**src/rtl/core/teq_pkg.sv**
```systemverilog
// Shared widths, register indexes, reset values and control types of the three-band equalizer.
package teq_pkg;

  localparam int CHANNELS_DEF = 8;

  localparam int CH_W       = 3;
  localparam int SMP_W      = 24;
  localparam int COEF_W     = 17;
  localparam int GAIN_W     = 20;
  localparam int POLE_W     = 32;
  localparam int CFG_IDX_W  = 3;
  localparam int CFG_DATA_W = 20;
  localparam int SEC_IDX_W  = 3;

  localparam logic [COEF_W-1:0] LOW_COEF_RST  = 17'd6861;
  localparam logic [COEF_W-1:0] HIGH_COEF_RST = 17'd42599;
  localparam logic [GAIN_W-1:0] GAIN_RST      = 20'd65536;

  localparam logic [CFG_IDX_W-1:0] REG_LOW_COEF  = 3'd0;
  localparam logic [CFG_IDX_W-1:0] REG_HIGH_COEF = 3'd1;
  localparam logic [CFG_IDX_W-1:0] REG_LOW_GAIN  = 3'd2;
  localparam logic [CFG_IDX_W-1:0] REG_MID_GAIN  = 3'd3;
  localparam logic [CFG_IDX_W-1:0] REG_HIGH_GAIN = 3'd4;

  // Section index of the last pole of the low cascade and of the high cascade.
  localparam logic [SEC_IDX_W-1:0] LOW_LAST_SEC  = 3'd3;
  localparam logic [SEC_IDX_W-1:0] HIGH_LAST_SEC = 3'd7;

  typedef enum logic [1:0] {
    GAIN_LOW,
    GAIN_MID,
    GAIN_HIGH
  } teq_gain_e;

  typedef struct packed {
    logic                 load;
    logic                 pole_rd;
    logic                 hist_wr;
    logic                 mul_pole;
    logic                 upd_pole;
    logic                 mul_gain;
    logic                 acc_first;
    logic                 acc_add;
    logic                 out_load;
    logic [SEC_IDX_W-1:0] rd_idx;
    logic [SEC_IDX_W-1:0] op_idx;
    teq_gain_e            gsel;
  } teq_cmd_t;

  typedef struct packed {
    logic bypass;
    logic out_free;
  } teq_stat_t;

endpackage

```
**src/rtl/core/teq_ctrl.sv**
```systemverilog
// Sequencer of the equalizer: steps the shared multiplier through poles, gains and output.
module teq_ctrl (
  input  logic               clk_i,
  input  logic               rst_ni,
  input  logic               in_valid_i,
  output logic               in_ready_o,
  input  teq_pkg::teq_stat_t stat_i,
  output teq_pkg::teq_cmd_t  cmd_o
);
  import teq_pkg::*;

  localparam logic [3:0] S_IDLE = 4'd0;
  localparam logic [3:0] S_RD   = 4'd1;
  localparam logic [3:0] S_MUL  = 4'd2;
  localparam logic [3:0] S_UPD  = 4'd3;
  localparam logic [3:0] S_G0   = 4'd4;
  localparam logic [3:0] S_G1   = 4'd5;
  localparam logic [3:0] S_G2   = 4'd6;
  localparam logic [3:0] S_G3   = 4'd7;
  localparam logic [3:0] S_OUT  = 4'd8;

  logic [3:0]           state_q, state_d;
  logic [SEC_IDX_W-1:0] idx_q, idx_d;

  always_ff @(posedge clk_i or negedge rst_ni) begin
    if (!rst_ni) begin
      state_q <= S_IDLE;
      idx_q   <= '0;
    end else begin
      state_q <= state_d;
      idx_q   <= idx_d;
    end
  end

  always_comb begin
    state_d    = state_q;
    idx_d      = idx_q;
    in_ready_o = 1'b0;
    cmd_o      = '0;
    cmd_o.gsel = GAIN_LOW;
    case (state_q)
      S_IDLE: begin
        in_ready_o = 1'b1;
        if (in_valid_i) begin
          cmd_o.load = 1'b1;
          state_d    = S_RD;
        end
      end
      S_RD: begin
        if (stat_i.bypass) begin
          state_d = S_OUT;
        end else begin
          cmd_o.pole_rd = 1'b1;
          cmd_o.rd_idx  = '0;
          cmd_o.hist_wr = 1'b1;
          idx_d         = '0;
          state_d       = S_MUL;
        end
      end
      S_MUL: begin
        // The next pole is fetched while this one is multiplied.
        cmd_o.mul_pole = 1'b1;
        cmd_o.op_idx   = idx_q;
        if (idx_q != HIGH_LAST_SEC) begin
          cmd_o.pole_rd = 1'b1;
          cmd_o.rd_idx  = idx_q + 3'd1;
        end
        state_d = S_UPD;
      end
      S_UPD: begin
        cmd_o.upd_pole = 1'b1;
        cmd_o.op_idx   = idx_q;
        if (idx_q == HIGH_LAST_SEC) begin
          state_d = S_G0;
        end else begin
          idx_d   = idx_q + 3'd1;
          state_d = S_MUL;
        end
      end
      S_G0: begin
        cmd_o.mul_gain = 1'b1;
        cmd_o.gsel     = GAIN_LOW;
        state_d        = S_G1;
      end
      S_G1: begin
        cmd_o.acc_first = 1'b1;
        cmd_o.mul_gain  = 1'b1;
        cmd_o.gsel      = GAIN_MID;
        state_d         = S_G2;
      end
      S_G2: begin
        cmd_o.acc_add  = 1'b1;
        cmd_o.mul_gain = 1'b1;
        cmd_o.gsel     = GAIN_HIGH;
        state_d        = S_G3;
      end
      S_G3: begin
        cmd_o.acc_add = 1'b1;
        state_d       = S_OUT;
      end
      S_OUT: begin
        if (stat_i.out_free) begin
          cmd_o.out_load = 1'b1;
          state_d        = S_IDLE;
        end
      end
      default: begin
        state_d = S_IDLE;
      end
    endcase
  end

  a_mul_upd_excl: assert property (@(posedge clk_i) disable iff (!rst_ni)
    !(cmd_o.mul_pole && cmd_o.upd_pole))
    else $error("pole multiply and pole update issued together");

  a_gain_follows: assert property (@(posedge clk_i) disable iff (!rst_ni)
    (cmd_o.upd_pole && cmd_o.op_idx == HIGH_LAST_SEC) |=>
      (cmd_o.mul_gain && cmd_o.gsel == GAIN_LOW))
    else $error("gain phase did not follow the last pole");

  a_busy_after_load: assert property (@(posedge clk_i) disable iff (!rst_ni)
    cmd_o.load |=> !in_ready_o)
    else $error("ready while a word is in work");

  a_out_free: assert property (@(posedge clk_i) disable iff (!rst_ni)
    cmd_o.out_load |-> stat_i.out_free)
    else $error("output register overwritten");

endmodule

```
**config.mk**
```make
export PLATFORM = sky130hd
export DESIGN_NAME = teq_ctrl
export DESIGN_NICKNAME = d
export VERILOG_FILES = /design/src/rtl/core/teq_pkg.sv /design/src/rtl/core/teq_ctrl.sv
export SDC_FILE = /design/constraint.sdc
export NUM_CORES = 1
export LEC_CHECK = 0
export BUFFER_PORTS_ARGS = -buffer_cell sky130_fd_sc_hd__buf_2
export CAP_MARGIN = 5
export CORE_AREA = 2 2 39 41
export CTS_CLUSTER_SIZE = 8
export DETAILED_ROUTE_END_ITERATION = 10
export DIE_AREA = 0 0 41 43
export PLACE_DENSITY_LB_ADDON = 0.12
export SLEW_MARGIN = 20
export SYNTH_ARGS = -nofsm -noshare
export SYNTH_HDL_FRONTEND = slang
export SYNTH_SLANG_ARGS = --single-unit
```
**constraint.sdc**
```tcl
create_clock -name clk_i -period 1.8 [get_ports clk_i]
set_clock_uncertainty 0.1 [all_clocks]
set_input_delay 0.18 -clock clk_i [delete_from_list [all_inputs] [get_ports clk_i]]
set_output_delay 0.18 -clock clk_i [all_outputs]
set_load 0.1 [all_outputs]
```
Word-level counts from Yosys, hierarchy flattened
Cells that the tools add are included.
{"block": "op_classes", "n_addsub": 1, "multipliers": 0, "div_mod_pow": 0, "n_lt_le_gt_ge": 0, "eq_ne": 14, "shift": 0, "mux": 26, "n_bitwise": 0, "reduce_logical": 7}
{"operator": "$pmux W4 S9", "count": 1}
{"operator": "$mux W3", "count": 6}
{"operator": "$eq A4 B3 Y1 const B", "count": 4}
{"operator": "$mux W1", "count": 12}
{"operator": "$mux W4", "count": 3}
{"operator": "$eq A4 B2 Y1 const B", "count": 2}
{"operator": "$ne A2 B2 Y1 const B", "count": 4}
{"operator": "$pmux W3 S2", "count": 1}
{"operator": "$eq A4 B1 Y1 const B", "count": 1}
{"operator": "$eq A4 B4 Y1 const B", "count": 1}
{"operator": "$logic_not A4 Y1", "count": 1}
{"operator": "$pmux W2 S2", "count": 1}
{"operator": "$reduce_or A2 Y1", "count": 2}
{"operator": "$add A3 B1 Y3 const B", "count": 1}
{"operator": "$eq A3 B3 Y1 const B", "count": 1}
{"operator": "$ne A3 B3 Y1 const B", "count": 1}
{"operator": "$reduce_and A3 Y1", "count": 1}
{"operator": "$reduce_or A3 Y1", "count": 1}
{"operator": "$mux W2", "count": 1}
{"operator": "$pmux W1 S2", "count": 1}
{"operator": "$reduce_and A2 Y1", "count": 1}
{"operator": "$reduce_bool A2 Y1", "count": 1}
{"block": "word_totals", "ff_bits": 7, "latchBits": 0, "mem_bits_rw": 0, "romBits": 0, "output_inout_bits": 18, "n_memories": 0}

Longest topological paths before layout
Gate-level depths: netlist of run 1.
{"block": "logic_depth", "depth_word": 3, "depth_mapped": 5}

Least setup slack after synthesis of run 1
Ideal clock, no wire load.
{"block": "synth_path", "path_kind": "flip-flop to output port", "start": "register state_q[3]", "end": "output cmd_o[16] in the netlist's numbering", "arrival_ns": 3.289, "path_slack_ns": -1.769, "path_stages_with_launch": 4, "path_cell_list": "dfrtp_1 buf_2 nor4_2 and2_1"}
{"item": "start, declared", "line": "teq_ctrl.sv:22", "source": "logic [3:0] state_q, state_d;"}
{"item": "start signal, assigned", "line": "teq_ctrl.sv:30", "source": "state_q <= state_d;"}
{"item": "end, declared", "line": "teq_ctrl.sv:8", "source": "output teq_pkg::teq_cmd_t cmd_o"}

==> impl_results.md, run 1 <==
- Outcome: complete, no violations
- Avg Vias per Cell: 5.32
- CTS tree: yes
- Die Y: 43 µm
- Count leader, synth: nor3_1
- Root Driver: clkbuf_4
- CP Data Arrival Time: 1.47 ns
- Critical path, cell by cell: or3b_4 > o21ai_2 > and2_4 > buf_12
- Initial Util: 0.421
- Wire per inst: 13.9 µm
- Post-route setup TNS: 0 ns
- R2R setup slack: 0.13 ns
- Post-DP HPWL: 1200 µm
- Final design utilization: 0.895
- First-pass GRT wire length: 2620 µm
- Unrepaired setup endpoints after global routing: yes
- End of the worst register-to-register path: idx_q[0]
- Crit path capture: cmd_o[15]
- Routed wire length: 1670 µm
- Largest net degree at the start of global routing: 13
- Placed cell count: 110
- Die area: 0.00176 mm²
- Max Cap Viol: 0
- CTS Sinks: 7
- Fin crit share: 0.973
- CP bufs+invs: 1
- CP startpoint kind: flip-flop
- CTS Buf Count: 3
- Top-area cell type share of the netlist area: 0.300
- Ports: 23
- Area delta synth->final: 112%
- Post-Syn Area: 583 µm²
- CP top delay family: simple AND/OR/NAND/NOR gates
- Vias in the first global route: 603
- Total number of vias: 638
- Clk_lat worst skew: 0.24 ns
- Post-synth top cells: nor3_1 (8), dfrtp_1 (7), inv_1 (6), nor2_1 (5)
- Syn Nets: 74
- Pre-Repair DR Iteration Count: 4
- Drt drc: 0
- FP Rows: 14
- Crit Path Class: reg -> out
- Initial antenna violation count: 0
- Leading area contributor after synthesis: dfrtp_1
- Synth Instances: 67
- Primary FF master, synth: dfrtp_1
- Nets@finish: 112
- PortBufs: 22
- Fmax: 571 MHz
- Crit path max fanout: 6
- CP max stage delay: 0.41 ns
- Sequential-to-total area share from yosys stat: 0.300
- Area of the multi-input gates: 484 µm²
- R2R depth: 6
- Hold Vio Cnt, Final: 0
- Final setup violation count: 0
- FF/Latch Area: 179 µm²
- Ranking of synthesized cells by area: dfrtp_1 (30%), nor3_1 (6.9%), and3_1 (4.3%)
- Finished Layout Cells: 120
- Hold Crit Class: in -> reg
- Total GRT Usage: 0.214
- Reg clk slew, reported paths: 0.05 ns
- Rel. slew slack: 0.828
- #FFs+latches synth: 7
- Post-route ant nets: 0
- EDFF count, synth: 0
- Minimum clock period: 1.75 ns
- H-Tree Depth: 1
- Asr flop ratio synth: 1.00
- Req. time, crit path: 1.52 ns
- DRT iter0 DRCs: 8
- # fillers: 65
- Worst setup EP type: output pin
- Aggregate global routing overflow: 0
- Layout cell share with drive strength beyond 1: 0.683
- Critical path origin: state_q[0]
- Slowest CP cell: dfrtp_2
- Synth Area per Inst: 8.70 µm²
- Placer Congestion: 0.776
- Launch point of the worst reg-to-reg path: idx_q[0]
- Antenna cells: 0
- Slew Viols, Final: 0
- Syn. warnings: 0
- Least-Margin Pin Slew: 0.255 ns
- Netlist cell types: 27
- CTS max path bufs: 2
- Critical path depth: 4
- Die width: 41 µm
- Core area: 0.00138 mm²
[routing by layer]
metal / vias up / share of wire / track usage
met5: - / 0 / 0
met4: 0 / 0.0090 / 0.0533
met3: 4 / 0.043 / 0.0419
met2: 26 / 0.55 / 0.344
met1: 301 / 0.40 / 0.282
li1: 307 / - / -
[worst register-to-register path: stages (launching register included)]
cell and delay (ns):
dfrtp_1 0.38, ha_2 0.20, ha_4 0.19, buf_4 0.15, nand2_1 0.10, nand4_4 0.14
mux2_2 0.30
[flip-flops by register name (all words and copies together), names as in the netlist]
name,flops
idx_q,3
state_q,4
[cell type report]
class / count / area share
timing repair buffer: 38 / 0.409
inverter: 6 / 0.0182
clock buffer: 4 / 0.0212
sequential: 7 / 0.144
multi-input combinational: 49 / 0.391
tap: 16 / 0.0162
[timing repair]
| item | 4_1_cts | 5_1_grt |
|---|---|---|
| setup buffers | 4 | 1 |
| resized for setup | 6 | 6 |
| endpoints found under the hold margin | 7 | 0 |
| setup endpoints to repair | 8 | 12 |
| pin swaps | 0 | 6 |
| hold buffers | 1 | 0 |
[cells in the final DEF, fill, tap and decap left out, types with 2 or more instances in the layout]
master / n
inv_1: 5
nor3_2: 2
nor3_4: 3
buf_2: 4
a21oi_1: 2
and3_1: 3
mux2_2: 2
clkbuf_4: 3
mux2i_1: 2
nor2_1: 2
nand2b_4: 2
buf_12: 18
dfrtp_2: 3
and2_4: 2
nor2_4: 3
buf_4: 14
nor3_1: 3
nand4_1: 2
nand2_1: 3
dfrtp_1: 4
nand4b_1: 2
[through the flow]
stage	cell area, µm²	hold WS [ns]	setup slack, ns
after CTS	1210	0.0440	0.00474
after floorplan	702	-0.216	-0.684
final	1240	0.0517	0.0481
after global routing	1240	0.0526	-0.0117
after detailed placement	1140	-0.0801	0.162
after global placement	1140	-0.0857	0.196
[cells by family after synthesis]
family	share of synthesized area
and+or+nand+nor	0.425
buffers and inverters	0.0966
DFF	0.300
AOI/OAI and AO/OA	0.0622
muxes	0.0730
adders and majority gates	0.0429
[how the worst min path moves through the flow]
stage / end / startpoint / cells past startpoint
floorplan: idx_q[0] / rst_ni / 0
global placement: idx_q[0] / rst_ni / 1
detailed placement: idx_q[2] / rst_ni / 1
CTS: state_q[3] / stat_i[0] / 2
global route: state_q[3] / stat_i[0] / 2
finish: state_q[3] / stat_i[0] / 2
Power of run 1 is not shown: default switching activity piles up to over one toggle a cycle in this logic, so the estimate is an artifact.
==> run 2: changes to the inputs <==
Settings changed: HOLD_SLACK_MARGIN from default to 0.12.
Clock period 1.8 ns to 1.7 ns, I/O delays scaled along.
==> impl_results.md, run 2 <==
- Outcome: stopped before the end
- Stop stage: global routing (5_1_grt)
- Tool error: [ERROR DPL-0038] Utilization greater than 100%, impossible to legalize
- Syn Nets: 74 (unchanged)
- H-Tree Depth: 1 (unchanged)
- Die Y: 43 µm (unchanged)
- EDFF count, synth: 0 (unchanged)
- Placer Congestion: 0.758 (-2.3%)
- Main combinational cell family by area after synthesis: simple AND/OR/NAND/NOR gates
- Synth Area per Inst: 8.70 µm² (unchanged)
- #FFs+latches synth: 7 (unchanged)
- CTS Sinks: 7 (unchanged)
- Sequential-to-total area share from yosys stat: 0.300 (unchanged)
- Synth Area in Compound Gates: 0.0622 (unchanged)
- Ranking of synthesized cells by area: dfrtp_1 (30%), nor3_1 (6.9%), and3_1 (4.3%)
- Post-Synth XOR/XNOR Area: 0 (unchanged)
- Die width: 41 µm (unchanged)
- FP Rows: 14 (unchanged)
- Largest net degree at the start of global routing: 9
- CTS Buf Count: 3 (unchanged)
- Post-synthesis mux area share: 0.0730 (unchanged)
- PortBufs: 22 (unchanged)
- Worst ep type: primary output
- Count leader, synth: nor3_1
- Syn. warnings: 0 (unchanged)
- Dpl ws: 0.0745 ns (-0.0879 ns)
- Post-Syn Area: 583 µm² (unchanged)
- Top-area cell type share of the netlist area: 0.300 (unchanged)
- Post-synth top cells: nor3_1 (8), dfrtp_1 (7), inv_1 (6), nor2_1 (5)
- Asr flop ratio synth: 1.00 (unchanged)
- Leading area contributor after synthesis: dfrtp_1
- Primary FF master, synth: dfrtp_1
- Root Driver: clkbuf_4
- Netlist cell types: 27 (unchanged)
- Initial Util: 0.421 (unchanged)
- Simple-gate share of the synthesized area: 0.425 (unchanged)
- Area share of fa/ha/maj cells after synthesis: 0.0429 (unchanged)
- Synth Instances: 67 (unchanged)
- Ports: 23 (unchanged)
- GRT worst endpoint: cmd_o[16]
- Post-DP HPWL: 1220 µm (+2.2%)
- CTS max path bufs: 2 (unchanged)
[run 2: cell counts after synthesis]
No cell type changed its count.
[run 2: metrics by stage]
step | area [µm²] | util | cells
global placement | 1140 | 0.825 | 110
CTS | 1280 | 0.923 | 122
floorplan | 706 | - | 67
detailed placement | 1140 | 0.825 | 110
[run 2: cells by family after synthesis]
| kind of cell | after synthesis |
|---|---|
| AND/OR/NAND/NOR | 38 |
| multiplexers | 4 |
| AO/OA/AOI/OAI | 5 |
| adder cells (fa/ha/maj) | 2 |
| flip-flops | 7 |
| buffers and inverters | 11 |
[run 2: repair_timing]
item,in CTS
setup buffers,6
pin swaps,7
gates resized for setup,18
hold endpoints to repair,8
hold buffers,2
setup endpoints to repair,17
==> run 3: changes to the inputs <==
Settings changed: CORE_AREA 2 2 39 41 to 2 2 63 65, CTS_CLUSTER_SIZE 8 to default, DIE_AREA 0 0 41 43 to 0 0 65 67, HOLD_SLACK_MARGIN 0.12 to default, PLACE_DENSITY_LB_ADDON 0.12 to 0.15.
==> impl_results.md, run 3 (synthesized netlist as in run 1, its figures left out) <==
- Antenna cells: 0
- Pre-Repair DR Iteration Count: 4
- Drt drc: 0
- Nets@finish: 122
- Dpl ws: 0.108 ns (+0.0331 ns)
- Final setup violation count: 8
- Failing checks: setup timing
- Post-route ant nets: 0
- FP Rows: 22 (+8)
- H-Tree Depth: 1 (unchanged)
- First-pass GRT wire length: 3060 µm
- Minimum clock period: 1.79 ns
- Top flop regs: state_q x4, idx_q x3
- Post-DP HPWL: 1420 µm (+16%)
- Core area: 0.00361 mm²
- Largest net degree at the start of global routing: 9
- Leading cell types in the layout, fill and taps excluded: buf_12 (20), buf_4 (19), nor3_4 (5)
- Initial Util: 0.162 (-0.260)
- Hold Vio Cnt, Final: 0
- Avg Vias per Cell: 4.09
- Die width: 65 µm (+59%)
- Die area: 0.00436 mm²
- Largest register FFs: 4
- PortBufs: 22 (unchanged)
- Worst setup EP type: output pin
- Least-Margin Pin Slew: 0.213 ns
- Fin crit share: 1.05
- Outcome: finished with violations
- Reg clk slew, reported paths: 0.04 ns
- CP Data Arrival Time: 1.52 ns
- Wire per inst: 11.4 µm
- Aggregate global routing overflow: 0
- Initial antenna violation count: 0
- CP startpoint kind: flip-flop
- Layout cell share with drive strength beyond 1: 0.754
- Routed wire length: 1850 µm
- Total number of vias: 662
- Placer Congestion: 0.713 (-5.9%)
- CTS Buf Count: 3 (unchanged)
- Fmax: 558 MHz
- Unrepaired setup endpoints after global routing: yes
- Crit Path Class: reg -> out
- Ports: 23 (unchanged)
- CTS tree: yes
- Area delta synth->final: 150%
- Total GRT Usage: 0.0930
- Vias in the first global route: 660
- CTS max path bufs: 2 (unchanged)
- Setup ws final: -0.0922 ns
- Root Driver: clkbuf_8
- Req. time, crit path: 1.43 ns
- Worst hold slack: 0.0276 ns
- Rel. slew slack: 0.857
- Clk_lat worst skew: 0.23 ns
- Max Cap Viol: 0
- Biggest register: state_q
- CTS Sinks: 7 (unchanged)
- Crit path max fanout: 6
- DRT iter0 DRCs: 12
- Commonest non-fill, non-tap cell in the layout: buf_12
- Hold Crit Class: in -> reg
- Slew Viols, Final: 0
- Die Y: 67 µm (+56%)
run 3: worst max-delay path, cell delays in order (launching register included):
cell,delay [ns]
dfrtp_2,0.47
or3b_4,0.44
o21ai_2,0.06
and2_4,0.15
buf_12,0.16
run 3: what timing repair did:
action / CTS / global route
resized for setup: 13 / 14
pin swaps: 9 / 9
hold buffers: 1 / 0
buffers inserted: 5 / 7
endpoints found under the setup margin: 15 / 14
endpoints found under the hold margin: 7 / 0
run 3: area by class of cell:
cell class,instances,area [µm²]
sequential,7,180
clock buffer,4,45.0
tap,48,60.1
fill,346,2150
timing repair buffer,48,618
multi-input combinational,49,518
inverter,6,38.8
run 3: routing by layer:
| layer | track usage | routed length [µm] | vias up |
|---|---|---|---|
| met5 | 0 | 0 | - |
| met4 | 0.0638 | 43 | 0 |
| met3 | 0.0236 | 80 | 4 |
| met2 | 0.157 | 950 | 14 |
| met1 | 0.102 | 773 | 316 |
| li1 | - | - | 328 |
run 3: path summary, 6_finish.rpt:
check	start	end	slack (ns)	cells after the start
setup / recovery	state_q[1]	cmd_o[15]	-0.09	4
hold / removal	stat_i[0]	state_q[3]	0.03	2
setup reg to reg	idx_q[1]	idx_q[0]	0.05	6
hold reg to reg	state_q[3]	state_q[0]	0.44	1
max in group asynchronous	rst_ni	state_q[1]	1.11	2
min in group asynchronous	rst_ni	state_q[2]	0.21	2
run 3: metrics by stage:
step	setup TNS, ns	instance area, µm²	instances	util
finish	-0.267	1460	162	0.405
detailed placement	0	1200	145	0.334
global placement	0	1200	145	0.334
floorplan	-3.67	706	67	-
CTS	-0.165	1340	155	0.371
global route	-0.711	1460	162	0.405
Power of run 3 is left out for the same reason.
